**config.mk**
```make
export PLATFORM = sky130hd
export DESIGN_NAME = srt_cell
export DESIGN_NICKNAME = d
export VERILOG_FILES = /design/src/hw/rtl/srt_pkg.sv /design/src/hw/rtl/srt_cell.sv
export SDC_FILE = /design/constraint.sdc
export NUM_CORES = 1
export LEC_CHECK = 0
export BUFFER_PORTS_ARGS = -buffer_cell sky130_fd_sc_hd__buf_4
export CORE_MARGIN = 5
export CORE_UTILIZATION = 50
export CTS_BUF_LIST = sky130_fd_sc_hd__clkbuf_8 sky130_fd_sc_hd__clkbuf_16
export DETAILED_ROUTE_END_ITERATION = 7
export PLACE_DENSITY_LB_ADDON = 0.05
export SETUP_SLACK_MARGIN = 0.15
export SYNTH_ARGS = -nofsm -noshare
export SYNTH_HDL_FRONTEND = slang
export SYNTH_SLANG_ARGS = --single-unit
```
**constraint.sdc**
```tcl
create_clock -name clk -period 9.55 [get_ports clk]
set_input_delay 1.4325 -clock clk [delete_from_list [all_inputs] [get_ports clk]]
set_output_delay 1.4325 -clock clk [all_outputs]
set_load 0.005 [all_outputs]
```
**src/hw/rtl/srt_pkg.sv**
```systemverilog
// srt_pkg: types, codes and sizes shared by the sorted rectangle table
// used by srt_cell and sorted_rectangle_table; depends on nothing else
package srt_pkg;

	localparam int CAPACITY   = 64;
	localparam int COORD_BITS = 12;
	localparam int CNT_BITS   = $clog2(CAPACITY + 1);

	typedef enum logic [0:0] {
		CMD_INSERT = 1'b0,
		CMD_REMOVE = 1'b1
	} srt_cmd_t;

	typedef enum logic [1:0] {
		ST_DONE      = 2'd0,
		ST_NOT_FOUND = 2'd1,
		ST_FULL      = 2'd2
	} srt_status_t;

	// input word as it arrives on the command port
	typedef struct packed {
		srt_cmd_t    command;
		logic [11:0] pos_x;
		logic [11:0] pos_y;
		logic [11:0] square_size;
		logic [7:0]  square_color;
	} srt_in_t;

	// result word
	typedef struct packed {
		srt_status_t status;
		logic [11:0] removed_size;
		logic [7:0]  removed_color;
		logic [6:0]  entry_count;
	} srt_out_t;

	// one stored record
	typedef struct packed {
		logic [COORD_BITS-1:0] x;
		logic [COORD_BITS-1:0] y;
		logic [11:0]           size;
		logic [7:0]            color;
	} srt_rec_t;

	// operation broadcast to every cell
	typedef struct packed {
		logic     do_insert;
		logic     do_remove;
		srt_rec_t rec;
	} srt_op_t;

	// flags a cell hands to its neighbours and to the top level
	typedef struct packed {
		logic at;     // insert slot is at or before this cell
		logic ge;     // holds a record whose key is not below the probe key
		logic match;  // holds a record with exactly the probe key
		logic valid;
	} srt_flags_t;

endpackage

```
**src/hw/rtl/srt_cell.sv**
```systemverilog
// srt_cell: one slot of the sorted chain, holding a record and its valid bit
// depends on srt_pkg
module srt_cell (
	input  logic                clk,
	input  logic                arst_n,
	input  logic                is_first,
	input  logic                at_head,
	input  srt_pkg::srt_op_t    op,
	input  srt_pkg::srt_flags_t left_flags,
	input  srt_pkg::srt_rec_t   left_rec,
	input  logic                right_valid,
	input  srt_pkg::srt_rec_t   right_rec,
	output srt_pkg::srt_flags_t flags,
	output srt_pkg::srt_rec_t   rec,
	output srt_pkg::srt_rec_t   sel_rec
);

	srt_pkg::srt_rec_t rec_q;
	logic              valid_q;
	logic [2*srt_pkg::COORD_BITS-1:0] own_key, probe_key;
	logic gt, ge, at, match, load_new, load_left, load_right;

	assign own_key   = {rec_q.y, rec_q.x};
	assign probe_key = {op.rec.y, op.rec.x};

	always_comb begin
		gt    = valid_q && (own_key > probe_key);
		ge    = valid_q && (own_key >= probe_key);
		match = valid_q && (own_key == probe_key);
		// head cell takes the new record when empty or when its key is strictly greater
		if (is_first) begin
			at = !valid_q || gt;
		end else begin
			at = at_head || !valid_q || ge;
		end
		load_new   = op.do_insert && at && !left_flags.at;
		load_left  = op.do_insert && left_flags.at;
		load_right = op.do_remove && ge;
	end

	always_ff @(posedge clk or negedge arst_n) begin
		if (!arst_n) begin
			valid_q <= 1'b0;
		end else if (load_new) begin
			valid_q <= 1'b1;
		end else if (load_left) begin
			valid_q <= left_flags.valid;
		end else if (load_right) begin
			valid_q <= right_valid;
		end
	end

	always_ff @(posedge clk) begin
		if (load_new) begin
			rec_q <= op.rec;
		end else if (load_left) begin
			rec_q <= left_rec;
		end else if (load_right) begin
			rec_q <= right_rec;
		end
	end

	assign flags   = '{at: at, ge: ge, match: match, valid: valid_q};
	assign rec     = rec_q;
	// first matching cell drives its record onto the removal bus
	assign sel_rec = (match && !left_flags.match) ? rec_q : '0;

endmodule

```
# After elaboration in Yosys (flattened, before gate mapping)
# Index checks and enable logic that the tools add are counted.
# word_totals
mem_bits_ro	0
output_inout_bits	92
latch_bits	0
ram_bits	0
memories	0
ff_bits	45
# classes
n_bitwise	0
shifts	0
n_lt_le_gt_ge	2
div	0
muxes	8
add_sub_neg	0
reduce_logical	15
multipliers	0
eq_ne	1
# ops
op	n
2-to-1 mux 44 bit	4
equality test 24 bit	1
>= comparator 24 bit	1
> comparator 24 bit	1
logical AND 1 bit	8
2-to-1 mux 1 bit	4
zero test 1 bit	3
logical OR 1 bit	3
nonzero test 3 bit	1

# Depth between registers and ports, before layout
# Gate-level depths: netlist of the first run.
# logic_depth
word_depth	7
mapped_depth	11
ltp_nobuf	8

# Least setup slack after synthesis of the first run
# No wires, ideal clock.
# synth_path
kind	in2reg
startpoint	in op[31] in the netlist's numbering
endpoint	reg rec_q, in the netlist rec[0], enable pin
arrival_ps	5289
n_path_buf	3
t_required_ps	9085
setup_slack_ps	3796
path_stages	10
setup_ps	465
cell_sequence	inv_1 ha_1 nand4_1 nor4_4 and2_4 buf_6 buf_2 buf_2 a21oi_1 o221ai_1
# synth_via
elab_chain_len	7
elab_cells_between_ends	11
classes_between	order compare: 2; mux: 1; reduce/logical: 8
# synth_rtl
item	line_no	rtl
start: declaration	srt_cell.sv:8	input srt_pkg::srt_op_t op,
>= comparator 24 bit or > comparator 24 bit (tied branches)	srt_cell.sv:28, srt_cell.sv:27	
logical AND 1 bit, on equally long branches	srt_cell.sv:28, srt_cell.sv:27	
logical OR 1 bit, on equally long branches	srt_cell.sv:34, srt_cell.sv:32	
2-to-1 mux 1 bit	srt_cell.sv:31	if (is_first) begin
logical AND 1 bit (2 in series)	srt_cell.sv:36	load_new = op.do_insert && at && !left_flags.at;
nonzero test 3 bit (no line) *	--	
end signal: assignment	srt_cell.sv:55	rec_q <= op.rec;
end signal: assignment	srt_cell.sv:57	rec_q <= left_rec;
end signal: assignment	srt_cell.sv:59	rec_q <= right_rec;
end: declaration	srt_cell.sv:18	srt_pkg::srt_rec_t rec_q;
# Mark *: on every way between the ends. The rest lies on a longest branch, timed or not.
# A chain may end at the register's enable or synchronous reset.

==> results by group, run 1 <==
Routing
  • Drt wl/cell: 17.98 um
  • Final ANT Viol Nets: 0
  • Post-route DRC: 0
  • Detailed-route via count: 5681
  • Drt pass-1 iters: 5
  • DRT iter0 DRCs: 253
  • Via density: 6.082
  • Final WL: 16790 um

Clock network
  • Clk Latency, worst-skew pair: 0.32 ns
  • CTS tree: built
  • Post_cts resized: 0
  • Clock slew at reported path FFs: 0.09 ns
  • CTS Hold Bufs: 0
  • Root buf cell: clkbuf_8
  • # clock sinks: between 40 and 50
  • Clock H-tree levels: 2
  • Max Root-Sink Buffers: 2
  • Total CTS buffers: 5
  • Postcts setup bufs: 0

Yosys
  • Ys flop type: edfxtp_1
  • Mapped cell area: 0.005064 mm^2
  • Ranking of synthesized cells by area: edfxtp_1 26%, mux2i_1 8.7%, and4_1 7.6%
  • Mean Syn Cell Area: 8.102 um^2
  • Yosys top cell by area: edfxtp_1
  • Syn Nets: 792
  • Number of synthesized flops with an enable pin: 44
  • Sequential area share after synthesis: 0.2659
  • Area fraction of the dominant cell type after synthesis: 0.2609
  • Netlist cell types: 38
  • Synthesis-stage register bit count: 45
  • Synth warnings: 0
  • Synth Instances: 625
  • Async S/R FF share, synth: 0.02222

Worst setup path
  • Required time worst endpoint: 8.12 ns
  • Flop-to-flop setup slack: 5.46 ns
  • WP data arrival: 3.83 ns
  • Critical path capture point type: output port
  • Critical path class: input port to output port
  • CP max FO: 95
  • Worst setup SP type: input port

Global routing
  • Initial antenna violation count: 0
  • Maximum number of pins on one net before global-route repair: 135
  • Grt peak-use layer: met2
  • GRT overflow: 0
  • Number of global-route vias before repair: between 5000 and 6000
  • Gr usage total: 0.2561
  • First-pass GRT wire length: 26630 um
  • Met3 usage: 0.05744
  • Met1 Use GR: 0.3047
  • GR Layer Usage met2: 0.4551

Place
  • GPL Wtd Cong: 0.8220
  • Area of placed instances: 0.006733 mm^2
  • DP HPWL: between 10000 and 15000 um
  • Placed insts: 926
  • Port bufs: 233
  • Post-place setup slack: roughly 4.3 ns

Floorplan
  • Die Area: 0.01224 mm^2
  • Initial Util: 0.5157
  • Core region area: 0.009819 mm^2
  • Rows: 36
  • Chip height: 110.6 um
  • Die width: 110.6 um
  • I/O pins: 235

Finish
  • Post-layout util: 0.6948
  • Layout Nets: 967
  • Share of layout cells above drive strength 1: 0.3208
  • Leading cell type in the layout, fill and taps excluded: buf_4
  • Layout Cells excl Fill: 934
  • P&R area growth vs syn: 34.74%
  • Most frequent cells in the layout: 239 x buf_4, 58 x a21oi_1, 49 x nand2_1
  • ANT cells: 0
  • Design Area, Final: 0.006823 mm^2

STA
  • RSZ-0062 raised after global routing: no
  • Fin. Hold Viols: 0
  • Slew Limit Fails: 0
  • Clock Skew: about 0.013 ns
  • Final worst slack: 4.291 ns
  • Final period utilization: 0.5507
  • Fin crit period: between 5 and 6 ns
  • Fmax: 190.2 MHz
  • Worst slew margin: 0.2581
  • Final setup violating endpoints: 0
  • Setup tns final: 0 ns
  • Final hold slack: 0.8070 ns
  • Worst slew pin tran: 1.113 ns

Power and ir drop
  • Worst VDD drop: 80.68 uV
  • Leakage power total: 3.197 nW
  • PD cells: approximately 120 mW/mm^2
  • Power Total: 0.8203 mW

Flow run
  • Max Cap Viol: 0

Hold path
  • HP Class: flop to flop

Status
  • Status: finished, final reports clean
==> sequential cells by signal (all words and copies together) (netlist names) <==
name     count
rec         44
valid_q      1
==> power by group <==
group	internal [mW]	switching [mW]
registers	0.281	0.0327
logic	0.179	0.195
clock network	0.0573	0.0755
total	0.517	0.303
==> routing by layer <==
metal / up-vias / part of all wire
li1: 2725 / -
met1: 2671 / 0.40
met2: 258 / 0.51
met3: 27 / 0.076
met4: 0 / 0.022
met5: - / 0
==> synth_stat cells, drive strengths merged, types with 2 or more instances <==
cell type,count
a21o,2
a21oi,58
and2,46
and4,44
buf,29
clkbuf,42
edfxtp,44
ha,24
inv,27
mux2i,44
nand2,50
nand3,45
nand4,7
nor2,6
nor2b,3
nor3,46
nor4,2
o21a,2
o21ai,6
o311ai,44
or3,44
==> kinds of logic (layout without fill, tap and decap cells) <==
| group | Yosys count | after routing | synth area share |
|---|---|---|---|
| simple gates | 296 | 296 | 0.3435 |
| compound gates | 118 | 118 | 0.1584 |
| buf+inv | 98 | 274 | 0.08599 |
| flops | 45 | 45 | 0.2659 |
| mux | 44 | 44 | 0.08698 |
| fa+ha+maj | 24 | 24 | 0.05930 |
==> path summary, 6_finish.rpt <==
kind / cells after the start / end / start
worst min-delay path: 3 / valid_q$_DFFE_PN0P_ / valid_q$_DFFE_PN0P_
worst max-delay path: 8 / flags[3] / op[31]
min in group asynchronous: 1 / valid_q$_DFFE_PN0P_ / arst_n
worst min register to register: 3 / valid_q$_DFFE_PN0P_ / valid_q$_DFFE_PN0P_
worst max register to register: 7 / rec[35]$_DFFE_PP_ / rec[31]$_DFFE_PP_
max in group asynchronous: 1 / valid_q$_DFFE_PN0P_ / arst_n
==> layout make-up <==
type	instances	area, um^2
multi-input cells	482	3324
fillers	803	2997
repair buffers	239	1794
flip-flops and latches	45	1346
well taps	133	166.4
inverters	27	101.3
clock buffers	6	82.58
clock inverters	2	7.507
==> critical path: stages <==
cell and delay, ns:
buf_4 0.09, inv_1 0.04, ha_1 0.30, nand4_1 0.28
nor4_4 0.42, and2_4 0.83, o21ai_0 0.23, buf_4 0.19
Note: power is estimated with default switching activity, not from simulation.
==> run 2, diff against run 1 <==
--- a/config.mk
+++ b/config.mk
@@ -7,7 +7,7 @@
 export LEC_CHECK = 0
 export BUFFER_PORTS_ARGS = -buffer_cell sky130_fd_sc_hd__buf_4
 export CORE_MARGIN = 5
-export CORE_UTILIZATION = 50
+export CORE_UTILIZATION = 44
 export CTS_BUF_LIST = sky130_fd_sc_hd__clkbuf_8 sky130_fd_sc_hd__clkbuf_16
 export DETAILED_ROUTE_END_ITERATION = 7
 export PLACE_DENSITY_LB_ADDON = 0.05
==> constraint.sdc (replaced) <==
create_clock -name clk -period 4.7 [get_ports clk]
set_input_delay 0.705 -clock clk [delete_from_list [all_inputs] [get_ports clk]]
set_output_delay 0.705 -clock clk [all_outputs]
set_load 0.005 [all_outputs]
==> run 2 against run 1 <==
  * Worst hold slack worse by 0.64 ns
  * Clock skew decreased by 0.0079 ns
  * Sequential power grew 100%
  * Final cell count is 1.3% higher
  * Via count shrank 0.65%
  * Total power grew 120%
  * Clock power rose to 2.7 times the previous value
  * Flip-flop and latch count is the same
  * Non-clock buffer count grew 2
  * Wire length up 1.6%
  * Critical endpoint unchanged
  * Largest cell class unchanged
  * Largest power group unchanged
==> results by group, run 2 (synthesis results as in run 1) <==
Worst setup path
  • CP max FO: 39
  • CP max-delay cell: and2_4
  • Worst setup path startpoint: op[31]
  • WP data arrival: 2.94 ns
  • CP Cell Sequence: buf_4, inv_1, ha_1, nand4_1, nor4_4, and2_4, buf_4, o21ai_0, buf_4
  • Worst setup SP type: input port
  • Crit-path max cell delay: ~0.41 ns
  • Most frequent CP cell: buf_4
  • Flop-to-flop setup slack: 1.34 ns
  • RR Endpoint: rec[4]$_DFFE_PP_
  • Worst r2r src: rec[31]$_DFFE_PP_
  • Critical path class: input port to output port
  • Required time worst endpoint: 3.99 ns
  • Critical path capture point type: output port
  • FF-to-FF path depth: 8

Clock network
  • Clock slew at reported path FFs: 0.07 ns
  • Clock H-tree levels: 2
  • Post_cts resized: 0
  • Root buf cell: clkbuf_16
  • Max Root-Sink Buffers: 2
  • Postcts setup bufs: 0
  • Clk Latency, worst-skew pair: approximately 0.30 ns
  • CTS Hold Bufs: 0
  • # clock sinks: 45
  • CTS tree: built
  • Total CTS buffers: 5

Routing
  • DRT iter0 DRCs: roughly 310
  • Drt pass-1 iters: 5
  • Final ANT Viol Nets: 0
  • Via density: 5.966
  • Post-route DRC: 0
  • Drt wl/cell: between 15 and 20 um
  • Detailed-route via count: 5644
  • Final WL: between 15000 and 20000 um

Global routing
  • GRT overflow: 0
  • Number of global-route vias before repair: 5410
  • Gr usage total: 0.2320
  • First-pass GRT wire length: 25760 um
  • Initial antenna violation count: 0
  • Maximum number of pins on one net before global-route repair: 135

STA
  • Fin crit period: 3.648 ns
  • Fmax: 274.1 MHz
  • Slew Limit Fails: 0
  • Worst slew pin tran: 1.147 ns
  • Final hold slack: 0.1690 ns
  • Setup tns final: 0 ns
  • Final setup violating endpoints: 0
  • Fin. Hold Viols: 0
  • Final period utilization: 0.7762
  • Clock Skew: 0.005352 ns
  • Worst slew margin: 0.2351
  • RSZ-0062 raised after global routing: no

Floorplan
  • Initial Util: 0.4454
  • Die Area: about 0.014 mm^2
  • Core region area: 0.01137 mm^2
  • I/O pins: 235
  • Die width: 117.3 um
  • Rows: 39
  • Chip height: 117.3 um

Place
  • GPL Wtd Cong: between 0.7 and 0.8
  • DP HPWL: about 12000 um
  • Port bufs: 233
  • Area of placed instances: 0.006778 mm^2

Flow run
  • Max Cap Viol: 0

Finish
  • Max reg flops: 44
  • P&R area growth vs syn: 36.55%
  • Post-layout util: 0.6081
  • Leading cell type in the layout, fill and taps excluded: buf_4
  • Share of layout cells above drive strength 1: 0.3213
  • Layout Nets: roughly 970
  • Most frequent cells in the layout: 240 x buf_4, 58 x a21oi_1, 49 x nand2_1
  • Design Area, Final: a little under 0.007 mm^2
  • ANT cells: 0

Power and ir drop
  • PD cells: 255.7 mW/mm^2
  • Leakage power total: about 3.2 nW
  • Worst VDD drop: 155.1 uV

Status
  • Status: finished, final reports clean

Hold path
  • HP Class: input port to async pin
-- run 2: cell types whose count changed in the layout (fill, tap and decap cells not counted), sizes merged --
| cell | delta |
|---|---|
| buf | +2 |
| clkbuf | -1 |
| inv | +1 |
-- run 2: critical path: cells and delay by family --
family	cells	cell delay [ns]
simple gates	3	1.05
buf+inv	4	0.72
fa+ha+maj	1	0.31
compound gates	1	0.15
-- run 2: area by class of cell --
type	count	area, um^2
fill	1033	4456
multi-input combinational	482	3329
timing repair buffer	241	1822
sequential	45	1346
tap	143	178.9
clock buffer	5	125.1
inverter	27	101.3
clock inverter	3	11.26
-- run 2: worst max-delay path by stage --
stage	end	slack, ns	cells after the start
after floorplan	rec[0]$_DFFE_PP_	0.69	10
after global placement	rec[10]$_DFFE_PP_	1.01	10
after detailed placement	rec[11]$_DFFE_PP_	0.96	10
after CTS	flags[3]	1.05	9
after global routing	flags[3]	0.87	9
final	flags[3]	1.05	9
-- run 2: per-stage QoR --
step	instances	total power, mW	worst slack, ns
floorplan	625	1.063	0.6892
global placement	938	1.388	1.014
detailed placement	938	1.421	0.9578
CTS	946	1.778	1.051
global route	946	1.872	0.8691
finish	946	1.768	1.052
-- run 2: power breakdown --
part           total, mW  internal, mW  switching, mW
logic              0.776         0.375          0.402
registers          0.634         0.570         0.0641
clock network      0.357         0.192          0.165
total               1.77          1.14          0.631
-- run 2: routing by layer --
metal,vias up,track usage,share of wire
met1,2676,0.2702,0.39
met4,0,0.07798,0.021
met5,-,0,0
met3,24,0.03753,0.074
met2,221,0.4287,0.51
li1,2723,-,-
